## src/hdl/upc_pkg.sv

```systemverilog
// Shared types, constants and character helpers for the URI percent codec.
// No dependencies; imported by the front end, queue, back end, top level and testbench.
package upc_pkg;

   // Register indexes on the configuration port.
   localparam int CSR_INDEX_W = 1;
   localparam int CSR_DATA_W  = 1;
   localparam logic [CSR_INDEX_W-1:0] CSR_DIRECTION = 1'b0;
   localparam logic [CSR_INDEX_W-1:0] CSR_SAFE_SET  = 1'b1;

   // Default number of jobs held between the front and back ends.
   localparam int UPC_QUEUE_DEPTH = 4;

   localparam logic [7:0] CHAR_PERCENT = 8'h25;
   // Element n of this table is the upper-case hex digit for nibble n.
   localparam logic [15:0][7:0] HEX_UPPER = "FEDCBA9876543210";

   // Decoder held-count codes.
   localparam logic [1:0] HELD_NONE    = 2'd0;
   localparam logic [1:0] HELD_PERCENT = 2'd1;
   localparam logic [1:0] HELD_DIGIT   = 2'd2;

   typedef struct packed {
      logic direction;   // 1 encodes, 0 decodes
      logic safe_set;    // 1 adds hyphen, dot and tilde to the safe set
   } cfg_type;

   // Bytes released by one input item, in output order from index 0.
   typedef struct packed {
      logic [2:0][7:0] bytes;
      logic [1:0]      count;     // 1 to 3
      logic            str_end;
   } job_type;

   typedef struct packed {
      logic full;
      logic empty;
   } fifo_status_type;

   function automatic logic is_hex(input logic [7:0] c);
      is_hex = (c >= "0" && c <= "9") || (c >= "A" && c <= "F") ||
               (c >= "a" && c <= "f");
   endfunction

   function automatic logic [3:0] hex_value(input logic [7:0] c);
      logic [7:0] v;
      if (c >= "0" && c <= "9") begin
         v = c - 8'h30;
      end else if (c >= "A" && c <= "F") begin
         v = c - 8'h37;
      end else begin
         v = c - 8'h57;
      end
      hex_value = v[3:0];
   endfunction

   function automatic logic is_safe(input logic [7:0] c, input logic ext);
      is_safe = (c >= "0" && c <= "9") || (c >= "A" && c <= "Z") ||
                (c >= "a" && c <= "z") || (c == "_") ||
                (ext && (c == "-" || c == "." || c == "~"));
   endfunction

endpackage

```

## src/hdl/upc_req_if.sv

```systemverilog
// Input channel of the URI percent codec: one string byte per beat.
// Depends on nothing.
interface upc_req_if;
   logic       valid;
   logic       ready;
   logic [7:0] in_byte;
   logic       string_end;

   modport source (output valid, output in_byte, output string_end, input ready);
   modport sink   (input valid, input in_byte, input string_end, output ready);
endinterface

```

## src/hdl/upc_rsp_if.sv

```systemverilog
// Result channel of the URI percent codec: one output byte per beat.
// Depends on nothing.
interface upc_rsp_if;
   logic       valid;
   logic       ready;
   logic [7:0] out_byte;
   logic       run_last;
   logic       out_end;

   modport source (output valid, output out_byte, output run_last, output out_end,
                   input ready);
   modport sink   (input valid, input out_byte, input run_last, input out_end,
                   output ready);
endinterface

```

## src/hdl/upc_front.sv

```systemverilog
// Front end: accepts input beats, keeps the decoder escape state and builds
// one job of up to three output bytes per item. Uses upc_pkg and upc_req_if.
module upc_front
   import upc_pkg::*;
(
   input  logic            clock,
   input  logic            reset,
   input  cfg_type         cfg,
   upc_req_if.sink         req,
   input  fifo_status_type fifo_status,
   output logic            push,
   output job_type         push_job
);

   logic [1:0] held_count_ff, held_count_in;
   logic [7:0] held_digit_ff, held_digit_in;
   logic       accept;

   assign req.ready = !fifo_status.full;
   assign accept    = req.valid && req.ready;

   always_comb begin
      logic [3:0][7:0] emit_bytes;
      logic [1:0]      n;
      logic [1:0]      hc;
      logic [7:0]      b;
      logic            fresh;

      emit_bytes    = '0;
      n             = 2'd0;
      hc            = held_count_ff;
      b             = req.in_byte;
      fresh         = 1'b0;
      held_digit_in = held_digit_ff;

      if (cfg.direction) begin
         hc = HELD_NONE;
         if (is_safe(b, cfg.safe_set)) begin
            emit_bytes[0] = b;
            n = 2'd1;
         end else begin
            emit_bytes[0] = CHAR_PERCENT;
            emit_bytes[1] = HEX_UPPER[b[7:4]];
            emit_bytes[2] = HEX_UPPER[b[3:0]];
            n = 2'd3;
         end
      end else begin
         if (hc == HELD_PERCENT) begin
            if (is_hex(b)) begin
               held_digit_in = b;
               hc = HELD_DIGIT;
            end else begin
               emit_bytes[n] = CHAR_PERCENT;
               n = n + 2'd1;
               fresh = 1'b1;
            end
         end else if (hc == HELD_DIGIT) begin
            if (is_hex(b)) begin
               emit_bytes[n] = {hex_value(held_digit_ff), hex_value(b)};
               n = n + 2'd1;
               hc = HELD_NONE;
            end else begin
               emit_bytes[n] = CHAR_PERCENT;
               n = n + 2'd1;
               emit_bytes[n] = held_digit_ff;
               n = n + 2'd1;
               fresh = 1'b1;
            end
         end else begin
            fresh = 1'b1;
         end

         // A byte taken with nothing pending: a percent sign opens an escape.
         if (fresh) begin
            if (b == CHAR_PERCENT) begin
               hc = HELD_PERCENT;
            end else begin
               hc = HELD_NONE;
               emit_bytes[n] = b;
               n = n + 2'd1;
            end
         end

         // At the end of the string any half-read escape leaves as it came.
         if (req.string_end) begin
            if (hc == HELD_PERCENT) begin
               emit_bytes[n] = CHAR_PERCENT;
               n = n + 2'd1;
            end else if (hc == HELD_DIGIT) begin
               emit_bytes[n] = CHAR_PERCENT;
               n = n + 2'd1;
               emit_bytes[n] = held_digit_in;
               n = n + 2'd1;
            end
            hc = HELD_NONE;
         end
      end

      held_count_in    = accept ? hc : held_count_ff;
      if (!accept) begin
         held_digit_in = held_digit_ff;
      end
      push_job.bytes   = emit_bytes[2:0];
      push_job.count   = n;
      push_job.str_end = req.string_end;
      push             = accept && (n != 2'd0);
   end

   always_ff @(posedge clock) begin
      if (reset) begin
         held_count_ff <= HELD_NONE;
         held_digit_ff <= '0;
      end else begin
         held_count_ff <= held_count_in;
         held_digit_ff <= held_digit_in;
      end
   end

endmodule

```

## src/hdl/upc_fifo.sv

```systemverilog
// Job queue between the front and back ends of the URI percent codec.
// Uses upc_pkg for the job and status types.
module upc_fifo
   import upc_pkg::*;
#(
   parameter int DEPTH = UPC_QUEUE_DEPTH
)
(
   input  logic            clock,
   input  logic            reset,
   input  logic            push,
   input  job_type         push_job,
   input  logic            pop,
   output job_type         head_job,
   output fifo_status_type status
);

   localparam int PTR_W = (DEPTH > 1) ? $clog2(DEPTH) : 1;
   localparam int CNT_W = $clog2(DEPTH + 1);

   job_type            mem_ff [DEPTH];
   logic [PTR_W-1:0]   wr_ptr_ff, wr_ptr_in;
   logic [PTR_W-1:0]   rd_ptr_ff, rd_ptr_in;
   logic [CNT_W-1:0]   count_ff, count_in;

   assign status.full  = (count_ff == CNT_W'(DEPTH));
   assign status.empty = (count_ff == '0);
   assign head_job     = mem_ff[rd_ptr_ff];

   always_comb begin
      wr_ptr_in = wr_ptr_ff;
      rd_ptr_in = rd_ptr_ff;
      count_in  = count_ff;
      if (push) begin
         wr_ptr_in = (wr_ptr_ff == PTR_W'(DEPTH - 1)) ? '0 : wr_ptr_ff + PTR_W'(1);
      end
      if (pop) begin
         rd_ptr_in = (rd_ptr_ff == PTR_W'(DEPTH - 1)) ? '0 : rd_ptr_ff + PTR_W'(1);
      end
      if (push && !pop) begin
         count_in = count_ff + CNT_W'(1);
      end else if (pop && !push) begin
         count_in = count_ff - CNT_W'(1);
      end
   end

   always_ff @(posedge clock) begin
      if (reset) begin
         wr_ptr_ff <= '0;
         rd_ptr_ff <= '0;
         count_ff  <= '0;
      end else begin
         wr_ptr_ff <= wr_ptr_in;
         rd_ptr_ff <= rd_ptr_in;
         count_ff  <= count_in;
      end
   end

   always_ff @(posedge clock) begin
      if (push) begin
         mem_ff[wr_ptr_ff] <= push_job;
      end
   end

endmodule

```

## src/hdl/upc_back.sv

```systemverilog
// Back end: walks the job at the head of the queue one byte per beat and
// marks the last byte of each item. Uses upc_pkg and upc_rsp_if.
module upc_back
   import upc_pkg::*;
(
   input  logic            clock,
   input  logic            reset,
   input  job_type         head_job,
   input  fifo_status_type fifo_status,
   output logic            pop,
   upc_rsp_if.source       rsp
);

   logic [1:0] sel_ff, sel_in;
   logic       last_byte;
   logic       beat;

   assign last_byte    = (sel_ff == head_job.count - 2'd1);
   assign beat         = rsp.valid && rsp.ready;
   assign pop          = beat && last_byte;
   assign rsp.valid    = !fifo_status.empty;
   assign rsp.run_last = last_byte;
   assign rsp.out_end  = last_byte && head_job.str_end;

   always_comb begin
      unique case (sel_ff)
         2'd0:    rsp.out_byte = head_job.bytes[0];
         2'd1:    rsp.out_byte = head_job.bytes[1];
         default: rsp.out_byte = head_job.bytes[2];
      endcase
   end

   always_comb begin
      sel_in = sel_ff;
      if (pop) begin
         sel_in = 2'd0;
      end else if (beat) begin
         sel_in = sel_ff + 2'd1;
      end
   end

   always_ff @(posedge clock) begin
      if (reset) begin
         sel_ff <= 2'd0;
      end else begin
         sel_ff <= sel_in;
      end
   end

endmodule

```

## src/hdl/uri_percent_codec_core.sv

```systemverilog
// Top level of the URI percent codec: configuration registers, front end,
// job queue and back end. Uses upc_pkg, upc_req_if, upc_rsp_if and submodules.
//
// Usage: write direction (index 0: 1 encodes, 0 decodes) and safe_set
// (index 1) on the csr_ port while the block is idle. Feed string bytes on
// req_chan, with string_end set on the last byte of each string; output
// bytes leave on rsp_chan, run_last marking the last byte that an input
// beat released and out_end the last byte of a string.
// An accepted job is registered in the queue before its first output byte
// is offered. A decoded byte that opens or continues an escape may release
// nothing until a later beat. The single output port moves one byte per
// cycle while rsp_chan is ready; an item releases one output byte for a
// safe or plain byte or a completed escape and three for an encoded one.
// The queue holds QUEUE_DEPTH jobs, so input keeps flowing while earlier
// results wait.
// When rsp_chan stalls, the queue fills and req_chan.ready drops once it
// is full. Reset clears the registers, the escape state and the queue.
module uri_percent_codec_core
   import upc_pkg::*;
#(
   parameter int QUEUE_DEPTH = UPC_QUEUE_DEPTH
)
(
   input  logic                   clock,
   input  logic                   reset,
   upc_req_if.sink                req_chan,
   upc_rsp_if.source              rsp_chan,
   input  logic                   csr_we,
   input  logic [CSR_INDEX_W-1:0] csr_index,
   input  logic [CSR_DATA_W-1:0]  csr_wdata
);

   cfg_type         cfg_ff, cfg_in;
   fifo_status_type fifo_status;
   job_type         push_job;
   job_type         head_job;
   logic            push;
   logic            pop;

   always_comb begin
      cfg_in = cfg_ff;
      if (csr_we) begin
         unique case (csr_index)
            CSR_DIRECTION: cfg_in.direction = csr_wdata[0];
            CSR_SAFE_SET:  cfg_in.safe_set  = csr_wdata[0];
         endcase
      end
   end

   always_ff @(posedge clock) begin
      if (reset) begin
         cfg_ff <= '0;
      end else begin
         cfg_ff <= cfg_in;
      end
   end

   upc_front u_front (
      .clock       (clock),
      .reset       (reset),
      .cfg         (cfg_ff),
      .req         (req_chan),
      .fifo_status (fifo_status),
      .push        (push),
      .push_job    (push_job)
   );

   upc_fifo #(
      .DEPTH (QUEUE_DEPTH)
   ) u_fifo (
      .clock    (clock),
      .reset    (reset),
      .push     (push),
      .push_job (push_job),
      .pop      (pop),
      .head_job (head_job),
      .status   (fifo_status)
   );

   upc_back u_back (
      .clock       (clock),
      .reset       (reset),
      .head_job    (head_job),
      .fifo_status (fifo_status),
      .pop         (pop),
      .rsp         (rsp_chan)
   );

   // The final beat of a string always releases at least one byte.
   assert property (@(posedge clock) disable iff (reset)
      (req_chan.valid && req_chan.ready && req_chan.string_end) |=> rsp_chan.valid)
      else $error("string end produced no output");

   // Back pressure on the input only comes from a queue that holds work.
   assert property (@(posedge clock) disable iff (reset)
      !req_chan.ready |-> rsp_chan.valid)
      else $error("input stalled with empty queue");

   // The end-of-string mark only rides on the last byte of an item.
   assert property (@(posedge clock) disable iff (reset)
      (rsp_chan.valid && rsp_chan.out_end) |-> rsp_chan.run_last)
      else $error("out_end without run_last");

endmodule

```

## src/flat_wrapper.sv

```systemverilog
// flat-port wrapper written by rule: the top's interface ports become plain ports
module uri_percent_codec_core_flat import upc_pkg::*;
#(
   parameter int QUEUE_DEPTH = UPC_QUEUE_DEPTH
)
  (clock, reset, csr_we, csr_index, csr_wdata, req_chan_valid, req_chan_in_byte, req_chan_string_end, req_chan_ready, rsp_chan_valid, rsp_chan_out_byte, rsp_chan_run_last, rsp_chan_out_end, rsp_chan_ready);
  upc_req_if req_chan_i ();
  upc_rsp_if rsp_chan_i ();
  input  logic clock;
  input  logic reset;
  input  logic csr_we;
  input  logic [CSR_INDEX_W-1:0] csr_index;
  input  logic [CSR_DATA_W-1:0] csr_wdata;
  input wire logic [$bits(req_chan_i.valid)-1:0] req_chan_valid;
  input wire logic [$bits(req_chan_i.in_byte)-1:0] req_chan_in_byte;
  input wire logic [$bits(req_chan_i.string_end)-1:0] req_chan_string_end;
  output wire logic [$bits(req_chan_i.ready)-1:0] req_chan_ready;
  output wire logic [$bits(rsp_chan_i.valid)-1:0] rsp_chan_valid;
  output wire logic [$bits(rsp_chan_i.out_byte)-1:0] rsp_chan_out_byte;
  output wire logic [$bits(rsp_chan_i.run_last)-1:0] rsp_chan_run_last;
  output wire logic [$bits(rsp_chan_i.out_end)-1:0] rsp_chan_out_end;
  input wire logic [$bits(rsp_chan_i.ready)-1:0] rsp_chan_ready;
  assign req_chan_i.valid = req_chan_valid;
  assign req_chan_i.in_byte = req_chan_in_byte;
  assign req_chan_i.string_end = req_chan_string_end;
  assign req_chan_ready = req_chan_i.ready;
  assign rsp_chan_valid = rsp_chan_i.valid;
  assign rsp_chan_out_byte = rsp_chan_i.out_byte;
  assign rsp_chan_run_last = rsp_chan_i.run_last;
  assign rsp_chan_out_end = rsp_chan_i.out_end;
  assign rsp_chan_i.ready = rsp_chan_ready;
  uri_percent_codec_core #(.QUEUE_DEPTH(QUEUE_DEPTH)) u_core (.clock(clock), .reset(reset), .req_chan(req_chan_i), .rsp_chan(rsp_chan_i), .csr_we(csr_we), .csr_index(csr_index), .csr_wdata(csr_wdata));
endmodule
```

## config.mk

```make
export PLATFORM = sky130hd
export DESIGN_NAME = uri_percent_codec_core_flat
export DESIGN_NICKNAME = d
export VERILOG_FILES = /design/src/hdl/upc_pkg.sv /design/src/hdl/upc_req_if.sv /design/src/hdl/upc_rsp_if.sv /design/src/hdl/upc_front.sv /design/src/hdl/upc_fifo.sv /design/src/hdl/upc_back.sv /design/src/hdl/uri_percent_codec_core.sv /design/src/flat_wrapper.sv
export SDC_FILE = /design/constraint.sdc
export NUM_CORES = 1
export LEC_CHECK = 0
export ABC_AREA = 1
export BUFFER_PORTS_ARGS = -buffer_cell sky130_fd_sc_hd__buf_2
export CAP_MARGIN = 20
export CORE_MARGIN = 10
export CORE_UTILIZATION = 40
export CTS_CLUSTER_DIAMETER = 80
export DETAILED_ROUTE_END_ITERATION = 7
export SLEW_MARGIN = 20
export SYNTH_ARGS = -nofsm -noshare
export SYNTH_HDL_FRONTEND = slang
export SYNTH_SLANG_ARGS = --single-unit
```

## constraint.sdc

```tcl
create_clock -name clock -period 6.2 [get_ports clock]
set_input_delay 1.24 -clock clock [delete_from_list [all_inputs] [get_ports clock]]
set_output_delay 1.24 -clock clock [all_outputs]
set_load 0.05 [all_outputs]
```

# --- Word level (Yosys, flattened, before mapping) ---
# Memory sizes are Yosys's and may differ from the RTL's. A register that Yosys moved wholly into a read port is not among the register bits.
# Cells that the tools add are included.
op_classes:
  n_reduce_logical: 38
  n_bitwise: 5
  n_addsub: 15
  n_mux: 69
  magnitude_cmp: 20
  n_eq_ne: 14
op_table:
  columns: ["cell", "count"]
  rows:
  - ["2-to-1 mux 8 bit", 15]
  - ["2-to-1 mux 24 bit", 4]
  - ["2-to-1 mux 32 bit", 3]
  - ["bitwise mux 32 bit", 2]
  - ["demux 8 bit (select 2 bit)", 3]
  - ["2-to-1 mux 2 bit", 24]
  - ["<= comparator 8 x 7 -> 1 bit, second input constant", 5]
  - ["2-to-1 mux 16 bit", 2]
  - ["== test 8 x 6 -> 1 bit, second input constant", 3]
  - [">= comparator 8 x 7 -> 1 bit, second input constant", 3]
  - ["AND 20 bit", 1]
  - ["inverter 20 bit", 1]
  - ["logical AND 1 bit", 18]
  - ["== test 8 x 7 -> 1 bit, second input constant", 2]
  - [">= comparator 8 x 6 -> 1 bit, second input constant", 2]
  - ["<= comparator 8 x 6 -> 1 bit, second input constant", 2]
  - ["2-to-1 mux 4 bit", 4]
  - ["one-hot mux 8 bit (2 select lines)", 1]
  - ["subtractor 4 x 3 -> 4 bit, second input constant", 4]
  - ["adder 2 x 1 -> 2 bit, second input constant", 6]
  - ["OR 12 bit", 1]
  - ["< comparator 4 x 5 -> 1 bit, second input constant", 2]
  - ["< comparator 2 x 3 -> 1 bit, second input constant", 3]
  - ["== test 2 bit, second input constant", 4]
  - ["19 further kinds", 46]
totals:
  mem_count: 3
  in_bits: 16
  wordCells: 172
  output_inout_bits: 12
  ramBits: 108
  reg_bits: 21
  mem_bits_ro: 256
mem_list:
  columns: ["memory", "words", "word_bits", "rd", "rd_clocked_by_memory_dff", "wr", "line", "text"]
  rows:
  - ["(no name shown)", 16, 8, 1, 0, 0, "upc_front.sv:44", "emit_bytes[2] = HEX_UPPER[b[3:0]];"]
  - ["(no name shown)", 16, 8, 1, 0, 0, "upc_front.sv:43", "emit_bytes[1] = HEX_UPPER[b[7:4]];"]
  - ["u_core.u_fifo.mem_ff", 4, 27, 1, 1, 1, "upc_fifo.sv:21", "job_type mem_ff [DEPTH];"]

# --- Logic depth before layout (Yosys ltp) ---
depth:
  word_depth: 24
  ltp_mapped: 29
  depth_no_buf: 28

# --- Modules after synthesis ---
# Synthesis repeated with hierarchy kept, for this count alone.
hier_totals:
  hier_cells: 779
  area_unflattened_um2: 7038.0
modules_own_cells:
  columns: ["mod", "area_per_inst_um2", "seq_area_each_um2", "cells_each", "instances"]
  rows:
  - ["upc_fifo", 4510.6, 3423.3, 320, 1]
  - ["upc_front", 2100.8, 200.2, 388, 1]
  - ["upc_back", 340.3, 40.0, 58, 1]
  - ["uri_percent_codec_core", 86.3, 40.0, 13, 1]

# --- Least setup slack after synthesis ---
# Ideal clock, no wire load.
synth_path:
  path_type: "in2reg"
  startpoint: "input port req_chan_in_byte[1]"
  endpoint: "memory u_core.u_fifo.mem_ff[0][0] (netlist bit) (enable)"
  required_time_ns: 5.789
  setup_ns: 0.411
  path_buffers: 1
  slack_ns: 1.172
  arrival_ns: 4.618
  stages: 21
  cell_sequence: "clkbuf_1 inv_1 ha_1 inv_1 nand4_1 nand2_1 nand2_1 nand2_2 nand3_4 nand2_2 nand2_2 inv_1 ha_1 inv_1 nand2_1 nand4_1 nand3_1 nand3_1 nand3_2 nand2_2 nor2_1"
synth_between:
  elab_chain_len: 22
  word_cells_on_any_way: 60
  cone_classes: "add/sub: 3; order compare: 8; eq/ne: 7; mux: 26; reduce/logical: 16"
synth_rtl:
  columns: ["item", "line", "text"]
  rows:
  - ["from (decl)", "flat_wrapper.sv:15", "input wire logic [$bits(req_chan_i.in_byte)-1:0] req_chan_in_byte;"]
  - [">= comparator 8 x 6 -> 1 bit, or another cell as far along", "upc_pkg.sv:41, upc_pkg.sv:58", null]
  - ["logical AND 1 bit, on equally long branches", "upc_pkg.sv:41, upc_pkg.sv:58", null]
  - ["logical OR 1 bit (2 in series)", "upc_pkg.sv:41", "is_hex = (c >= \"0\" && c <= \"9\") || (c >= \"A\" && c <= \"F\") ||"]
  - ["2-to-1 mux 2 bit", "upc_front.sv:58", "if (is_hex(b)) begin"]
  - ["2-to-1 mux 2 bit", "upc_front.sv:57", "end else if (hc == HELD_DIGIT) begin"]
  - ["2-to-1 mux 2 bit", "upc_front.sv:48", "if (hc == HELD_PERCENT) begin"]
  - ["2-to-1 mux 2 bit", "upc_front.sv:36", "if (cfg.direction) begin"]
  - ["adder 2 x 1 -> 2 bit", "upc_front.sv:80", "n = n + 2'd1;"]
  - ["(+5 left out)", null, null]
  - ["2-to-1 mux 2 bit", "upc_front.sv:89", "end else if (hc == HELD_DIGIT) begin"]
  - ["2-to-1 mux 2 bit", "upc_front.sv:86", "if (hc == HELD_PERCENT) begin"]
  - ["2-to-1 mux 2 bit", "upc_front.sv:85", "if (req.string_end) begin"]
  - ["2-to-1 mux 2 bit (*)", "upc_front.sv:36", null]
  - ["nonzero test 2 bit (*)", "upc_front.sv:106", "push = accept && (n != 2'd0);"]
  - ["logical AND 1 bit (*)", "upc_front.sv:106", null]
  - ["2-to-1 mux 1 bit (*)", "upc_fifo.sv:60", "if (push) begin"]
  - ["2-to-1 mux 1 bit (implied by the code) (*)", "upc_fifo.sv:61", "mem_ff[wr_ptr_ff] <= push_job;"]
  - ["to (decl)", "upc_fifo.sv:21", null]
# Every way passes the cells marked *; elsewhere a longest branch is shown, timed or not. The select of a mux whose other input is x is not followed.

# --- Final worst setup path ---
layout_path:
  startpoint: "input port req_chan_in_byte[0]"
  endpoint: "register u_core.u_fifo.count_ff[2]"
layout_between:
  elab_chain_len: 23
  word_cells_on_any_way: 63
  cone_classes: "add/sub: 3; order compare: 8; eq/ne: 7; mux: 25; reduce/logical: 20"
layout_rtl:
  columns: ["item", "line", "text"]
  rows:
  - [">= comparator 8 x 6 -> 1 bit, or another cell as far along", "upc_pkg.sv:41, upc_pkg.sv:58", null]
  - ["logical AND 1 bit, on equally long branches", "upc_pkg.sv:41, upc_pkg.sv:58", null]
  - ["logical OR 1 bit (2 in series)", "upc_pkg.sv:41", null]
  - ["2-to-1 mux 2 bit", "upc_front.sv:58", null]
  - ["2-to-1 mux 2 bit", "upc_front.sv:57", null]
  - ["2-to-1 mux 2 bit", "upc_front.sv:48", null]
  - ["2-to-1 mux 2 bit", "upc_front.sv:36", null]
  - ["adder 2 x 1 -> 2 bit", "upc_front.sv:80", null]
  - ["(+7 left out)", null, null]
  - ["2-to-1 mux 2 bit", "upc_front.sv:85", null]
  - ["2-to-1 mux 2 bit (*)", "upc_front.sv:36", null]
  - ["nonzero test 2 bit (*)", "upc_front.sv:106", null]
  - ["logical AND 1 bit (*)", "upc_front.sv:106", null]
  - ["named net u_core.push", "uri_percent_codec_core.sv:37", "logic push;"]
  - ["zero test 1 bit", "upc_fifo.sv:42", "end else if (pop && !push) begin"]
  - ["logical AND 1 bit", "upc_fifo.sv:42", null]
  - ["nonzero test 2 bit (no source line)", null, null]
  - ["to (signal assigned)", "upc_fifo.sv:55", "count_ff <= count_in;"]
  - ["to (decl)", "upc_fifo.sv:24", "logic [CNT_W-1:0] count_ff, count_in;"]
# The timed path passes the listed nets; every way through them passes the cells marked *. The select of a mux whose other input is x is not followed.
# A chain may end at the register's enable or synchronous reset.

==> results by group <==
Global route
  • First-pass GRT wire length: 29.8 mm
  • Antenna violations before repair: 0
  • Total grt overflow: 0
  • GRT Overall Usage: 16.9%
  • Number of global-route vias before repair: 5,426
  • Pin count of the biggest net entering global routing: 55

Detailed routing
  • 1st-pass router iterations: 5
  • Via Count: 5,469
  • Via/cell ratio: 5.51
  • WL/cell: 18.9 µm
  • Initial drt markers: 473
  • # DRC: 0
  • ANT nets after route: 0
  • Detailed Route WL: 18.8 mm

Synth
  • Synth Instances: 737
  • Synth async-reset ratio: 0%
  • Post-Syn Nets: 779
  • Synth Area per Inst: 9.27 µm²
  • Yosys top cell area share: 47.5%
  • Synth warnings: 0
  • Commonest cells post-synth: 125 x nand2_1, 108 x edfxtp_1, 86 x nor2_1
  • Ys flop type: edfxtp_1
  • Synth top area cells: edfxtp_1 47%, nand2_1 6.9%, dfxtp_1 6.7%
  • Area leader, netlist: edfxtp_1
  • Count leader, synth: nand2_1
  • Synth Register Bits: 131
  • Register area share after synthesis: 54.2%
  • Mapped Area: 6830 µm²
  • Post-synth EDFFs: 108
  • Post-synth cell types: 48

Final layout
  • Antenna Cells: 0
  • Share of cells above drive strength 1: 13.7%
  • # fillers: 1,573
  • Nets: 802
  • Layout overhead on the synthesized area: 13.4%

Clock tree
  • CTS tree: done
  • CTS max path bufs: 2
  • CTS resizes: 0
  • CTS H-tree lvls: 4
  • Worst-path clk slew: 60 ps
  • Postcts setup bufs: 0
  • # hold bufs at CTS: 0
  • Num CTS Buffers: 17
  • Clk Latency, worst-skew pair: 410 ps
  • Sink Count: 131
  • Root Driver: clkbuf_16

Floorplanning
  • Die area: 22,700 µm²
  • Num ports: 28
  • Core box area: 16,600 µm²
  • # rows: 47
  • Die width: 151 µm
  • DIE HEIGHT: 151 µm
  • Effective utilization at floorplan: 41.0%

STA
  • Worst Tran Pin Value: 834 ps
  • Setup Total Neg Slack: 0 ps
  • Pins over their slew limit: 0
  • Tmin final: 4950 ps
  • Fmax: 0.202 GHz
  • RSZ-0062 raised after global routing: no
  • Relative slew margins: 44.2%
  • Setup ws final: 1250 ps
  • Final Hold Viols: 0
  • Fin crit share: 79.8%
  • Skew final: 12.2 ps
  • # setup viols final: 0

Pwr
  • Peak VDD IR: 202 µV
  • P_leak: 3.06 nW
  • Pwr/cell area: 377 nW/µm²

Worst setup path
  • Cell depth of the worst flop-to-flop path: 16
  • Crit end category: flip-flop
  • Crit path launch: req_chan_in_byte[0]
  • Critical Setup Path Class: in -> reg
  • Worst R2R End: u_core.u_fifo.count_ff[2]
  • Critical path required time: 6500 ps
  • CP max FO: 12
  • Worst setup SP type: primary input
  • Crit path DAT: 5250 ps
  • Reg2reg setup slack: 2620 ps

Flow run
  • Max Cap Violations: 0

Place
  • Routability cong.: 0.966
  • # port buffers: 27
  • Setup WS pre-CTS: 934 ps
  • DP HPWL: 12.6 mm

Min path
  • Hold path cells: 2
  • Hold EP: u_core.u_front.held_count_ff[1]
  • Worst hold start: u_core.u_front.held_count_ff[1]
  • Hold Path Class: reg -> reg

Status
  • Status: finished clean
layout make-up:
| class | instances | area (µm²) | area share [%] |
|---|---|---|---|
| inverter | 66 | 253 | 3.26 |
| clock inverter | 13 | 135 | 1.75 |
| clock buffer | 19 | 433 | 5.59 |
| sequential | 131 | 3700 | 47.8 |
| timing repair buffer | 35 | 195 | 2.52 |
| tap | 220 | 275 | 3.55 |
| multi-input combinational | 509 | 2750 | 35.5 |
per-stage QoR:
step,utilization [%],instance area [µm²],total power [W],std cells,hold WS [ps]
6_report,46.5,7740,0.00292,993,470
5_1_grt,46.5,7740,0.00307,993,504
4_1_cts,46.5,7740,0.00294,993,469
3_5_place_dp,43.1,7180,0.00198,961,460
3_3_place_gp,43.1,7180,0.00196,961,457
2_1_floorplan,-,6830,0.00173,737,433
metal layers:
metal / vias to the layer above / part of all wire [%] / track usage [%]
met2: 176 / 47 / 27.8
met4: 0 / 1.9 / 5.58
met3: 27 / 5.4 / 3.39
met1: 2647 / 46 / 21.7
li1: 2619 / - / -
met5: - / 0 / 0
sequential cells by signal, indices dropped and copies added, names as in the netlist, named ones only:
name / cells
u_core.u_fifo.mem_ff: 108
u_core.u_front.held_digit_ff: 8
u_core.u_fifo.count_ff: 3
u_core.cfg_ff: 2
u_core.u_back.sel_ff: 2
u_core.u_fifo.rd_ptr_ff: 2
u_core.u_fifo.wr_ptr_ff: 2
u_core.u_front.held_count_ff: 2
cells by family (layout without fill, tap and decap cells):
group           count (synthesis)  in the layout  share of synthesized area [%]
buf+inv                        97            133                           5.70
xor+xnor                        6              6                          0.769
fa+ha+maj                      26             26                           4.87
compound gates                190            190                           16.1
simple gates                  287            287                           18.4
flops                         131            131                           54.2
critical path: stages:
cell and delay (ps):
buf_2 290, inv_1 200, ha_1 280, nor2_1 110, nand2_1 70, nand4_2 170, nand3_4 190, nand2_2 200
nand2_2 130, inv_1 100, ha_1 190, inv_1 110, nand2_1 100, nand4_1 110, nand3_1 110, nand3_1 110
nand3_2 160, nand2_2 120, inv_1 80, ha_1 140, inv_1 80, fa_1 430, a21oi_1 140, o21ai_0 120
o21ai_0 200, a21oi_1 60
power by group:
part / switching, W / total [W] / internal (W)
clock network: 0.000367 / 0.000957 / 0.000590
logic: 0.000662 / 0.000876 / 0.000215
registers: 0.0000335 / 0.00108 / 0.00105
cells in the final DEF (no fill, tap or decap), drive strengths merged, types with 5 or more instances in the layout:
cell type  netlist  layout
inv             64      65
edfxtp         108     108
ha              25      25
nand4            9       9
nand3           39      39
buf             11      35
o21ai          100     100
o211ai           5       5
nor3             7       7
nor2            92      92
clkinv           2      10
dfxtp           23      23
clkbuf          20      19
o22ai           34      34
a21oi           36      36
xor2             6       6
nand2          137     137
worst max-delay path by stage:
stage                                       endpoint  slack, ps
after global placement     u_core.u_fifo.count_ff[2]       1080
final                      u_core.u_fifo.count_ff[2]       1250
after global routing       u_core.u_fifo.count_ff[2]        910
after detailed placement   u_core.u_fifo.count_ff[2]        930
after CTS                  u_core.u_fifo.count_ff[2]       1320
after floorplan           u_core.u_fifo.mem_ff[0][0]       1170
Note: power is estimated with default switching activity, not from simulation.
